===== config.mk =====
export PLATFORM = sky130hd
export DESIGN_NAME = vcpu_load_balancer
export DESIGN_NICKNAME = d
export VERILOG_FILES = /design/src/hw/rtl/vlb_pkg.sv /design/src/hw/rtl/vcpu_load_balancer.sv /design/src/hw/rtl/vlb_ram.sv
export VERILOG_INCLUDE_DIRS = /design/src /design/src/hw/rtl
export SDC_FILE = /design/constraint.sdc
export NUM_CORES = 2
export LEC_CHECK = 0
export ABC_AREA = 1
export BUFFER_PORTS_ARGS = -buffer_cell sky130_fd_sc_hd__buf_2
export CORE_MARGIN = 1
export CORE_UTILIZATION = 40
export DETAILED_ROUTE_END_ITERATION = 10
export PLACE_DENSITY = 0.56
export SLEW_MARGIN = 20
export SYNTH_ARGS = -nofsm -noshare
export SYNTH_HDL_FRONTEND = slang
export SYNTH_SLANG_ARGS = --single-unit

===== constraint.sdc =====
create_clock -name clk -period 6.6 [get_ports clk]
set_clock_uncertainty 0.2 [all_clocks]
set_input_delay 1.32 -clock clk [delete_from_list [all_inputs] [get_ports clk]]
set_output_delay 1.32 -clock clk [all_outputs]
set_load 0.02 [all_outputs]

===== src/hw/rtl/vcpu_load_balancer_defines.svh =====
// Assertion helpers for the load balancer.
`ifndef VCPU_LOAD_BALANCER_DEFINES_SVH
`define VCPU_LOAD_BALANCER_DEFINES_SVH

`ifndef SYNTHESIS
`define VLB_ASSERT(label, prop) \
    label: assert property (@(posedge clk) disable iff (!rst_n) prop) \
        else $error("vlb assertion failed");
`define VLB_ASSERT_NEVER(label, expr) \
    label: assert property (@(posedge clk) disable iff (!rst_n) !(expr)) \
        else $error("vlb forbidden condition");
`else
`define VLB_ASSERT(label, prop)
`define VLB_ASSERT_NEVER(label, expr)
`endif

`endif


===== src/hw/rtl/vlb_pkg.sv =====
package vlb_pkg;

    localparam int NUM_CPUS  = 8;
    localparam int MAX_VCPUS = 32;

    localparam int CPU_W   = $clog2(NUM_CPUS);
    localparam int N_W     = $clog2(NUM_CPUS + 1);
    localparam int ACT_W   = 4;
    localparam int MARGIN_W = 8;
    localparam int REC_AW  = $clog2(MAX_VCPUS);
    localparam int COUNT_W = $clog2(MAX_VCPUS + 1);
    localparam int LOAD_W  = 32;
    localparam int USE_W   = 24;
    localparam int VM_W    = 4;
    localparam int VCPU_W  = 3;
    localparam int TOT_W   = LOAD_W + CPU_W;
    localparam int MUL_B_W = MARGIN_W + 1;
    localparam int PROD_W  = TOT_W + MUL_B_W;
    localparam int CMP_W   = PROD_W + MARGIN_W;

    localparam logic [1:0] CFG_ACTIVE_CPUS = 2'd0;
    localparam logic [1:0] CFG_HIGH_MARGIN = 2'd1;
    localparam logic [1:0] CFG_VARIANCE    = 2'd2;

    typedef struct packed {
        logic [VM_W-1:0]   vm;
        logic [VCPU_W-1:0] vcpu;
        logic [CPU_W-1:0]  cpu;
        logic [USE_W-1:0]  usage;
    } rec_t;

    localparam int REC_W = $bits(rec_t);

endpackage


===== src/hw/rtl/vcpu_load_balancer.sv =====
// While idle, record loading takes one request per cycle, with no result for
// non-final records; no stall input. A final request starts a balancing pass:
// setup sums the loads and forms the limits, then each record is checked through
// one shared multiplier before the done result is issued. Each move and the done
// result are strobed for one cycle. Configuration writes are taken only while idle.
// rst_n is asynchronous active low: loads and record count clear, registers reset.
`include "vcpu_load_balancer_defines.svh"

module vcpu_load_balancer (
    input  logic                        clk,
    input  logic                        rst_n,
    input  logic                        start,
    output logic                        busy,
    input  logic [vlb_pkg::VM_W-1:0]    vm_index,
    input  logic [vlb_pkg::VCPU_W-1:0]  vcpu_index,
    input  logic [vlb_pkg::CPU_W-1:0]   current_cpu,
    input  logic [vlb_pkg::USE_W-1:0]   usage_delta,
    input  logic                        final_item,
    input  logic                        cfg_valid,
    output logic                        cfg_ready,
    input  logic [1:0]                  cfg_index,
    input  logic [7:0]                  cfg_data,
    output logic                        result_valid,
    output logic                        kind,
    output logic [vlb_pkg::VM_W-1:0]    out_vm,
    output logic [vlb_pkg::VCPU_W-1:0]  out_vcpu,
    output logic [vlb_pkg::CPU_W-1:0]   from_cpu,
    output logic [vlb_pkg::CPU_W-1:0]   to_cpu,
    output logic                        end_of_run
);
    import vlb_pkg::*;

    localparam logic [3:0] S_IDLE    = 4'd0;
    localparam logic [3:0] S_SUM     = 4'd1;
    localparam logic [3:0] S_LIM_HI  = 4'd2;
    localparam logic [3:0] S_LIM_LO  = 4'd3;
    localparam logic [3:0] S_LIM_DST = 4'd4;
    localparam logic [3:0] S_LIM_END = 4'd5;
    localparam logic [3:0] S_RD      = 4'd6;
    localparam logic [3:0] S_REC     = 4'd7;
    localparam logic [3:0] S_SRC     = 4'd8;
    localparam logic [3:0] S_CHK1    = 4'd9;
    localparam logic [3:0] S_CHK2    = 4'd10;
    localparam logic [3:0] S_MIN     = 4'd11;
    localparam logic [3:0] S_DST     = 4'd12;
    localparam logic [3:0] S_CHK3    = 4'd13;
    localparam logic [3:0] S_DONE    = 4'd14;

    logic [3:0]          state_reg, state_next;
    logic [ACT_W-1:0]    active_reg;
    logic [MARGIN_W-1:0] margin_reg;
    logic [MARGIN_W-1:0] variance_reg;
    logic [LOAD_W-1:0]   load_reg [NUM_CPUS];
    logic [COUNT_W-1:0]  count_reg;
    logic [COUNT_W-1:0]  idx_reg;
    logic [N_W-1:0]      scan_reg;
    logic [TOT_W-1:0]    tot_reg;
    logic [PROD_W-1:0]   prod_reg;
    logic [PROD_W-1:0]   hi_reg, lo_reg, dst_reg;
    rec_t                rec_reg;
    logic [LOAD_W-1:0]   src_load_reg, rest_reg, best_load_reg;
    logic [CPU_W-1:0]    best_reg;

    logic                result_valid_reg, kind_reg;
    logic [VM_W-1:0]     out_vm_reg;
    logic [VCPU_W-1:0]   out_vcpu_reg;
    logic [CPU_W-1:0]    from_cpu_reg, to_cpu_reg;

    logic [N_W-1:0]      n_cur;
    logic                accept;
    logic                store_ok;
    logic [CPU_W-1:0]    rd_cpu;
    logic [LOAD_W-1:0]   rd_load;
    logic [TOT_W-1:0]    mul_a;
    logic [MUL_B_W-1:0]  mul_b;
    logic [PROD_W-1:0]   prod_next;
    logic [CMP_W-1:0]    prod_scaled;
    logic [LOAD_W-1:0]   rest_cur;
    logic [COUNT_W-1:0]  idx_inc;
    logic [3:0]          after_rec;
    rec_t                ram_wdata, ram_rdata;
    logic [MUL_B_W-1:0]  n_ext;

    always_comb
    begin
        if (active_reg == '0)
        begin
            n_cur = N_W'(1);
        end
        else if (N_W'(active_reg) > N_W'(NUM_CPUS))
        begin
            n_cur = N_W'(NUM_CPUS);
        end
        else
        begin
            n_cur = N_W'(active_reg);
        end
    end

    assign busy      = (state_reg != S_IDLE);
    assign cfg_ready = !busy && !start;
    assign accept    = start && !busy;
    assign store_ok  = (N_W'(current_cpu) < n_cur) && (count_reg < COUNT_W'(MAX_VCPUS));
    assign n_ext     = MUL_B_W'(n_cur);
    assign idx_inc   = idx_reg + COUNT_W'(1);
    assign after_rec = (idx_inc == count_reg) ? S_DONE : S_RD;
    assign prod_scaled = {prod_reg, {MARGIN_W{1'b0}}};
    assign rest_cur  = (src_load_reg >= LOAD_W'(rec_reg.usage)) ?
                       src_load_reg - LOAD_W'(rec_reg.usage) : '0;

    assign ram_wdata.vm    = vm_index;
    assign ram_wdata.vcpu  = vcpu_index;
    assign ram_wdata.cpu   = current_cpu;
    assign ram_wdata.usage = usage_delta;

    vlb_ram #(
        .WIDTH (REC_W),
        .DEPTH (MAX_VCPUS)
    ) u_records (
        .clk   (clk),
        .we    (accept && store_ok),
        .waddr (count_reg[REC_AW-1:0]),
        .wdata (ram_wdata),
        .raddr (idx_reg[REC_AW-1:0]),
        .rdata (ram_rdata)
    );

    always_comb
    begin
        unique case (state_reg)
            S_IDLE:  rd_cpu = current_cpu;
            S_SUM:   rd_cpu = scan_reg[CPU_W-1:0];
            S_SRC:   rd_cpu = rec_reg.cpu;
            S_MIN:   rd_cpu = scan_reg[CPU_W-1:0];
            default: rd_cpu = '0;
        endcase
    end

    assign rd_load = load_reg[rd_cpu];

    always_comb
    begin
        mul_a = tot_reg;
        mul_b = n_ext;
        unique case (state_reg)
            S_LIM_HI:  mul_b = MUL_B_W'(256) + MUL_B_W'(margin_reg);
            S_LIM_LO:  mul_b = MUL_B_W'(256) - MUL_B_W'(variance_reg);
            S_LIM_DST: mul_b = MUL_B_W'(256) + MUL_B_W'(variance_reg);
            S_SRC:     mul_a = TOT_W'(rd_load);
            S_CHK1:    mul_a = TOT_W'(rest_cur);
            S_DST:     mul_a = TOT_W'(best_load_reg) + TOT_W'(rec_reg.usage);
            default:   mul_a = tot_reg;
        endcase
    end

    assign prod_next = PROD_W'(mul_a) * PROD_W'(mul_b);

    always_comb
    begin
        state_next = state_reg;
        unique case (state_reg)
            S_IDLE:    state_next = (accept && final_item) ? S_SUM : S_IDLE;
            S_SUM:     state_next = (scan_reg == n_cur - N_W'(1)) ? S_LIM_HI : S_SUM;
            S_LIM_HI:  state_next = S_LIM_LO;
            S_LIM_LO:  state_next = S_LIM_DST;
            S_LIM_DST: state_next = S_LIM_END;
            S_LIM_END: state_next = (tot_reg == '0 || count_reg == '0) ? S_DONE : S_RD;
            S_RD:      state_next = S_REC;
            S_REC:     state_next = (N_W'(ram_rdata.cpu) >= n_cur) ? after_rec : S_SRC;
            S_SRC:     state_next = S_CHK1;
            S_CHK1:    state_next = (prod_scaled < CMP_W'(hi_reg)) ? after_rec : S_CHK2;
            S_CHK2:
            begin
                if (prod_scaled < CMP_W'(lo_reg))
                begin
                    state_next = after_rec;
                end
                else
                begin
                    state_next = (n_cur == N_W'(1)) ? S_DST : S_MIN;
                end
            end
            S_MIN:     state_next = (scan_reg == n_cur - N_W'(1)) ? S_DST : S_MIN;
            S_DST:     state_next = (best_reg == rec_reg.cpu) ? after_rec : S_CHK3;
            S_CHK3:    state_next = after_rec;
            default:   state_next = S_IDLE;
        endcase
    end

    always_ff @(posedge clk or negedge rst_n)
    begin
        if (!rst_n)
        begin
            state_reg        <= S_IDLE;
            active_reg       <= ACT_W'(8);
            margin_reg       <= MARGIN_W'(64);
            variance_reg     <= MARGIN_W'(102);
            for (int c = 0; c < NUM_CPUS; c++)
            begin
                load_reg[c] <= '0;
            end
            count_reg        <= '0;
            idx_reg          <= '0;
            scan_reg         <= '0;
            tot_reg          <= '0;
            prod_reg         <= '0;
            hi_reg           <= '0;
            lo_reg           <= '0;
            dst_reg          <= '0;
            rec_reg          <= '0;
            src_load_reg     <= '0;
            rest_reg         <= '0;
            best_load_reg    <= '0;
            best_reg         <= '0;
            result_valid_reg <= 1'b0;
            kind_reg         <= 1'b0;
            out_vm_reg       <= '0;
            out_vcpu_reg     <= '0;
            from_cpu_reg     <= '0;
            to_cpu_reg       <= '0;
        end
        else
        begin
            state_reg        <= state_next;
            prod_reg         <= prod_next;
            result_valid_reg <= 1'b0;

            if (cfg_valid && cfg_ready)
            begin
                unique case (cfg_index)
                    CFG_ACTIVE_CPUS: active_reg   <= cfg_data[ACT_W-1:0];
                    CFG_HIGH_MARGIN: margin_reg   <= cfg_data;
                    CFG_VARIANCE:    variance_reg <= cfg_data;
                    default:         active_reg   <= active_reg;
                endcase
            end

            unique case (state_reg)
                S_IDLE:
                begin
                    if (accept && store_ok)
                    begin
                        load_reg[current_cpu] <= rd_load + LOAD_W'(usage_delta);
                        count_reg <= count_reg + COUNT_W'(1);
                    end
                    scan_reg <= '0;
                    tot_reg  <= '0;
                    idx_reg  <= '0;
                end
                S_SUM:
                begin
                    tot_reg  <= tot_reg + TOT_W'(rd_load);
                    scan_reg <= scan_reg + N_W'(1);
                end
                S_LIM_LO:  hi_reg <= prod_reg;
                S_LIM_DST: lo_reg <= prod_reg;
                S_LIM_END: dst_reg <= prod_reg;
                S_RD:
                begin
                end
                S_REC:
                begin
                    rec_reg <= ram_rdata;
                    if (N_W'(ram_rdata.cpu) >= n_cur)
                    begin
                        idx_reg <= idx_inc;
                    end
                end
                S_SRC:
                begin
                    src_load_reg <= rd_load;
                end
                S_CHK1:
                begin
                    rest_reg <= rest_cur;
                    if (prod_scaled < CMP_W'(hi_reg))
                    begin
                        idx_reg <= idx_inc;
                    end
                end
                S_CHK2:
                begin
                    best_reg      <= '0;
                    best_load_reg <= load_reg[0];
                    scan_reg      <= N_W'(1);
                    if (prod_scaled < CMP_W'(lo_reg))
                    begin
                        idx_reg <= idx_inc;
                    end
                end
                S_MIN:
                begin
                    if (rd_load < best_load_reg)
                    begin
                        best_reg      <= scan_reg[CPU_W-1:0];
                        best_load_reg <= rd_load;
                    end
                    scan_reg <= scan_reg + N_W'(1);
                end
                S_DST:
                begin
                    if (best_reg == rec_reg.cpu)
                    begin
                        idx_reg <= idx_inc;
                    end
                end
                S_CHK3:
                begin
                    if (prod_scaled <= CMP_W'(dst_reg))
                    begin
                        load_reg[best_reg]    <= best_load_reg + LOAD_W'(rec_reg.usage);
                        load_reg[rec_reg.cpu] <= rest_reg;
                        result_valid_reg      <= 1'b1;
                        kind_reg              <= 1'b0;
                        out_vm_reg            <= rec_reg.vm;
                        out_vcpu_reg          <= rec_reg.vcpu;
                        from_cpu_reg          <= rec_reg.cpu;
                        to_cpu_reg            <= best_reg;
                    end
                    idx_reg <= idx_inc;
                end
                S_DONE:
                begin
                    result_valid_reg <= 1'b1;
                    kind_reg         <= 1'b1;
                    out_vm_reg       <= '0;
                    out_vcpu_reg     <= '0;
                    from_cpu_reg     <= '0;
                    to_cpu_reg       <= '0;
                    for (int c = 0; c < NUM_CPUS; c++)
                    begin
                        load_reg[c] <= '0;
                    end
                    count_reg <= '0;
                end
                default:
                begin
                end
            endcase
        end
    end

    assign result_valid = result_valid_reg;
    assign kind         = kind_reg;
    assign out_vm       = out_vm_reg;
    assign out_vcpu     = out_vcpu_reg;
    assign from_cpu     = from_cpu_reg;
    assign to_cpu       = to_cpu_reg;
    assign end_of_run   = kind_reg;

    `VLB_ASSERT(a_done_ends_run, (state_reg == S_DONE) |=> (result_valid && kind && !busy))
    `VLB_ASSERT_NEVER(a_move_same_cpu, result_valid && !kind && (from_cpu == to_cpu))
    `VLB_ASSERT_NEVER(a_count_overflow, count_reg > COUNT_W'(MAX_VCPUS))
    `VLB_ASSERT(a_move_while_busy, (result_valid && !kind) |-> busy)

endmodule


===== src/hw/rtl/vlb_ram.sv =====
module vlb_ram #(
    parameter int WIDTH = 8,
    parameter int DEPTH = 16
) (
    input  logic                     clk,
    input  logic                     we,
    input  logic [$clog2(DEPTH)-1:0] waddr,
    input  logic [WIDTH-1:0]         wdata,
    input  logic [$clog2(DEPTH)-1:0] raddr,
    output logic [WIDTH-1:0]         rdata
);

    logic [WIDTH-1:0] mem [DEPTH];
    logic [WIDTH-1:0] rdata_reg;

    always_ff @(posedge clk)
    begin
        if (we)
        begin
            mem[waddr] <= wdata;
        end
        rdata_reg <= mem[raddr];
    end

    assign rdata = rdata_reg;

endmodule


Word-level counts from Yosys, hierarchy flattened
Memories as Yosys holds them, arrays and structs flattened. A register that Yosys moved wholly into a read port is not among the register bits.
Cells that the tools add are included.

cells by class
  $lt $le $gt $ge = 16
  bitwise gates (word level) = 4
  divide/modulo/power cells = 0
  shift-type cells = 0
  add/subtract/negate cells = 12
  muxes and demuxes = 59
  reductions and logical operators = 34
  multiply operators = 1
  eq/ne operators = 27

operators by type and width
  operator            number
  $bwmux 256          3
  $pmux 256 s3        1
  $mux 256            2
  $demux 32 s3        3
  $mux 32             7
  $pmux 35 s3         1
  $lt 52x44->1        2
  $bmux 32 s3         1
  $pmux 35 s2         1
  $add 32x24->32      2
  $pmux 32 s2         1
  $pmux 4 s14         1
  $le 52x44->1        1
  $mul 35x9->44       1
  $mux 4              9
  $pmux 6 s6          1
  $add 35x32->35      1
  $logic_not 35->1    1
  $add 32x24->33      1
  $ge 32x24->1        1
  $lt 32x32->1        1
  $sub 32x24->32      1
  $mux 6              5
  $eq 4x4->1 const B  7
  46 further kinds    98

storage, ports and cells
  word-level logic and storage cells = 188
  bits of input ports = 49
  ROM bits = 0
  output and inout port bits = 18
  RAM bits = 1088
  memories kept = 1
  bits in registers = 655
  bits in latches = 0

memory list
  memory         depth  width  read ports  clocked after Yosys merged registers in  write ports  RTL line       text
  u_records.mem  32     34     1           1                                        1            vlb_ram.sv:13  logic [WIDTH-1:0] mem [DEPTH];

Depth between registers and ports, before layout
  word-level depth = 11
  gate-level depth with buffers = 41
  depth with buffers taken out = 39

Modules after synthesis
A second synthesis with hierarchy kept.

second synthesis, totals
  cells, all modules = 11350
  area total of the unflattened synthesis = 99319.0 µm²

by module, submodules not included
  module              cells each  times used  area an instance (µm²)  seq. area each (µm²)
  vcpu_load_balancer  7596        1           54656.2                 16398.2
  vlb_ram             3754        1           44662.8                 33352.0

Least setup slack after synthesis
No wires, ideal clock.

  kind = input -> register
  start = input port current_cpu[0] (netlist name)
  end = register prod_reg[38]
  library setup time = 0.117 ns
  setup slack = -1.027 ns
  stages on the path = 34
  buffers on the path = 3
  arrival = 7.311 ns
  data required time = 6.283 ns
  path through = nand3_1 > nand2_1 > inv_2 > nand2_4 > buf_6 > buf_4 > buf_2 > nor2_1 > o22ai_1 > o21ai_0 > nand2_1 > o2111ai_1 > o21ai_2 > nor2_1 > fa_1 > fa_1 > fa_1 > inv_1 > fa_1 > inv_1 > ha_1 > a21oi_1 > o21ai_0 > nand2_1 > nand2_1 > a21oi_1 > o21bai_1 > a21boi_1 > o21ai_0 > a21boi_1 > o21ai_0 > nand2_1 > nand3_1 > nand2_1

between the ends
  word-level cells in the longest chain between the ends = 7

RTL lines
  item                                        RTL line                   text
  from (decl)                                 vcpu_load_balancer.sv:16   input logic [vlb_pkg::CPU_W-1:0] current_cpu,
  $pmux 3 s3                                  vcpu_load_balancer.sv:130  unique case (state_reg)
  $not 3->4 (not written as such)             vcpu_load_balancer.sv:139  assign rd_load = load_reg[rd_cpu];
  $bmux 32 s3                                 vcpu_load_balancer.sv:139
  $mux 32 (not written as such) (2 in a row)  vcpu_load_balancer.sv:139
  named net rd_load[2]                        vcpu_load_balancer.sv:73   logic [LOAD_W-1:0] rd_load;
  $pmux 35 s3                                 vcpu_load_balancer.sv:145  unique case (state_reg)
  $mul 35x9->44                               vcpu_load_balancer.sv:156  assign prod_next = PROD_W'(mul_a) * PROD_W'(mul_b);
  named net prod_next[38]                     vcpu_load_balancer.sv:76   logic [PROD_W-1:0] prod_next;
  to (signal assigned)                        vcpu_load_balancer.sv:225  prod_reg <= prod_next;
  to (decl)                                   vcpu_load_balancer.sv:58   logic [PROD_W-1:0] prod_reg;

The timed path passes the listed nets, and every way through them passes these cells. The select of a mux whose other input is x is not followed.
A chain may end at the register's enable or synchronous reset.

Worst setup path in the final report
  start = register rec_reg[0] (netlist name)
  end = register prod_reg[30]

between the ends
  word-level cells in the longest chain between the ends = 4
  elaborated cells on any way between the ends = 6
  classes of those cells = add/sub (2); mul (1); order compare (1); mux (2)

RTL lines
  item                                                   RTL line                                              text
  from (decl)                                            vcpu_load_balancer.sv:60                              rec_t rec_reg;
  from (signal assigned)                                 vcpu_load_balancer.sv:263                             rec_reg <= ram_rdata;
  $sub 32x24->32 / $ge 32x24->1 (equally long branches)  vcpu_load_balancer.sv:109, vcpu_load_balancer.sv:108
  $mux 32                                                vcpu_load_balancer.sv:108                             assign rest_cur = (src_load_reg >= LOAD_W'(rec_reg.usage)) ?
  $pmux 35 s3 *                                          vcpu_load_balancer.sv:145
  $mul 35x9->44 *                                        vcpu_load_balancer.sv:156
  named net prod_next[30]                                vcpu_load_balancer.sv:76

Mark *: on every way through the listed nets, which the timed path passes. The rest lies on a longest branch.

==> results.yml <==
clock_tree:
  htree_levels: 4
  cts_made_buffers: 197
  cts_tree: "done"
  root_buffer: "clkbuf_16"
  clkTransAtPathRegs_ns: 0.06
  clkSinkCount: 1777
  clockBufferDepth: 3
  insertion_delay_ns: 0.92
global_routing:
  grt_pass1_vias: 83000
  grt_max_degree: 180
  grt-ovfl-total: 0
  grt_usage: 0.313
  antenna_found_initial: 27
  grt_pass1_wl_mm: 565
outcome:
  violations: "negative setup slack"
  status: "complete, but fails checks"
sta:
  worstMarginPinSlew_ns: 1.20
  hold_viol: 0
  final.period_utilization: 1.12
  layout_setup_ws_ns: -0.788
  max_slew_margin: 0.197
  fmax_mhz: 135
  maxSlewViolCount: 0
  setup-tns-final_ns: -18.46
  finalSetupViolations: 35
  rsz0062_at_grt: "yes"
  fin_crit_ns: 7.39
routing:
  wire_per_inst_um: 26.5
  first_pass_iters: 6
  wl_mm: 389
  vias_per_cell: 5.84
  ant_nets: 0
  drc: 0
  via_count: 86000
  first_iter_violations: 10600
floorplan:
  coreArea_um2: 241000
  die_y_um: 495
  ioPinCount: 67
  start_util: 0.403
  die_area_um2: 245000
  row_count: 180
  die_w_um: 495
cells_and_area:
  finalNetCount: 12000
  drive_gt1_frac: 0.177
  fillers: 22400
  final_core_util: 0.488
  final_area_um2: 118000
  area_growth_pct: 21.0
synthesis:
  ys_seq_elements: 1777
  yosysSeqAreaShare: 0.512
  yosysTopAreaCell: "edfxtp_1"
  synth-async-reset-ratio: 0.369
  synth.most_common_cell: "nand2_1"
  synth_commonest_cells: "1,817 x nand2_1, 1,586 x o21ai_0, 1,125 x nor2_1, 1,088 x edfxtp_1, 967 x inv_1"
  yosys_warnings: 0
  synth_cell_types: 75
  synth_fp_nets: 11200
  synth-edff-count: 1088
  synth_area_um2: 97200
  yosys-top-cells-area: "edfxtp_1 34%, dfrtp_1 17%, o21ai_0 8.2%, nand2_1 7.0%, fa_1 4.9%"
  syn_inst: 10600
  synth-main-ff-cell: "edfxtp_1"
  synth_top_area_frac: 0.336
  post_synth.cell_area_avg_um2: 9.18
pwr:
  power.share.switching: 0.470
  internal_power_w: 0.0345
  clkPwrFrac: 0.175
  power.net_switching_w: 0.0306
  comb_power_share: 0.593
  power_density_nw_per_um2: 554
  seqPwrFrac: 0.233
  p_leak_nw: 48.4
  peakVddDrop_mv: 0.509
setup_path:
  reg2regPathDepth: 39
  cp-endpoint: "prod_reg[30]"
  timing.rr.end: "prod_reg[30]"
  cp_data_required_time_ns: 7.18
  end_kind: "register"
  critPathSlowestCell: "fa_1"
  crit_fanout: 8
  startpoint_type: "register"
  worstSetupStartpoint: "rec_reg[0]"
  reg2reg_from: "rec_reg[0]"
  crit_arrival_ns: 7.97
  crit_type: "register to register"
  r2r_slack_ns: -0.79
  crit_top_cell: "fa_1"
  critPathMaxStageDelay_ns: 0.51
placement:
  place_area_um2: 109000
  place_ws_ns: -1.68
  io_buffers: 66
  gp_congestion: 1.04
  dp_hpwl_mm: 257
min_path:
  hold_path_class: "register to register"
job:
  drv_cap: 0
==> layer usage <==
layer,track usage,vias to the layer above,wire length [um]
met5,0,-,170
met4,0.159,24,22100
met3,0.0767,1080,40100
met2,0.478,4504,171000
met1,0.414,42100,156000
li1,-,38200,-
==> power by group through the flow <==
stage	registers, W	clock network, W	logic (W)
2_1_floorplan	0.0146	0	0.0195
3_3_place_gp	0.0153	0	0.0350
3_5_place_dp	0.0153	0	0.0353
4_1_cts	0.0151	0.0115	0.0365
5_1_grt	0.0153	0.0119	0.0415
6_report	0.0151	0.0114	0.0386
==> layout by cell type (no fill, tap or decap), types with 28 or more instances in the layout <==
cell type,n
xnor2_1,43
o221ai_1,224
buf_12,62
ha_1,291
o211ai_1,99
o21ai_0,1543
dfxtp_1,34
clkbuf_1,48
xor2_1,61
dfrtp_1,644
o21ai_2,57
nor2_4,47
nand4_1,56
o21ai_1,42
nor3_1,41
a31oi_1,59
buf_4,991
or2_2,31
buf_2,65
o22ai_1,234
inv_2,88
buf_6,52
inv_1,902
nand2_1,1762
fa_1,226
clkbuf_16,197
edfxtp_1,1088
nand3_1,402
nor2_2,57
nor2_1,1026
nand2_2,55
a21oi_1,415
clkinv_2,28
a32oi_1,35
ha_4,28
==> worst min path at each step <==
| stage | from | endpoint | slack (ns) | cells after the start |
|---|---|---|---|---|
| 2_1_floorplan | u_records.rdata[27] | rec_reg[27] | 0.21 | 2 |
| 3_3_place_gp | u_records.rdata[10] | rec_reg[10] | 0.22 | 2 |
| 3_5_place_dp | u_records.rdata[31] | rec_reg[31] | 0.22 | 2 |
| 4_1_cts | u_records.rdata[33] | rec_reg[33] | 0.23 | 2 |
| 5_1_grt | u_records.rdata[28] | rec_reg[28] | 0.25 | 2 |
| 6_report | u_records.rdata[30] | rec_reg[30] | 0.23 | 2 |
==> final cells by class <==
class                           instances  area (um^2)  share of cell area
Multi-Input combinational cell       7203        43700               0.372
Clock inverter                         91         1210              0.0103
Tap cell                             3185         3990              0.0339
Inverter                             1007         3820              0.0325
Clock buffer                          271         5470              0.0465
Sequential cell                      1777        49800               0.423
Antenna cell                            7         17.5            0.000149
Timing Repair Buffer                 1174         9650              0.0820
==> metrics by stage <==
stage	instances	hold slack, ns	total power, W
4_1_cts	14700	0.232	0.0631
2_1_floorplan	10600	0.209	0.0341
6_report	14700	0.228	0.0651
3_5_place_dp	14300	0.220	0.0506
3_3_place_gp	14300	0.220	0.0503
5_1_grt	14700	0.247	0.0687
==> critical path: cells and delay by family, from the launching register on <==
family | cells | cell delay, ns
fa+ha+maj | 7 | 2.60
flops | 1 | 0.42
xor+xnor | 1 | 0.16
compound gates | 14 | 2.17
simple gates | 7 | 0.70
buf+inv | 10 | 1.04
==> what timing repair did <==
action | in CTS | in global routing
hold buffers | 0 | 0
pin swaps | 92 | 121
resized for setup | 243 | 179
setup buffers | 56 | 36
cloned | 2 | 0
endpoints found under the setup margin | 36 | 37
==> cells by family (layout without fill, tap and decap cells) <==
| kind of cell | count (synthesis) | count (layout) | share of synthesized area |
|---|---|---|---|
| DFF | 1777 | 1777 | 0.512 |
| xor gates and xnor gates | 119 | 119 | 0.0109 |
| AOI/OAI and AO/OA | 2948 | 2948 | 0.175 |
| buffers and inverters | 1607 | 2543 | 0.0634 |
| and+or+nand+nor | 3579 | 3579 | 0.149 |
| other | 0 | 7 | 0 |
| adders and majority gates | 557 | 557 | 0.0899 |
Power figures use the tool's default switching activity.
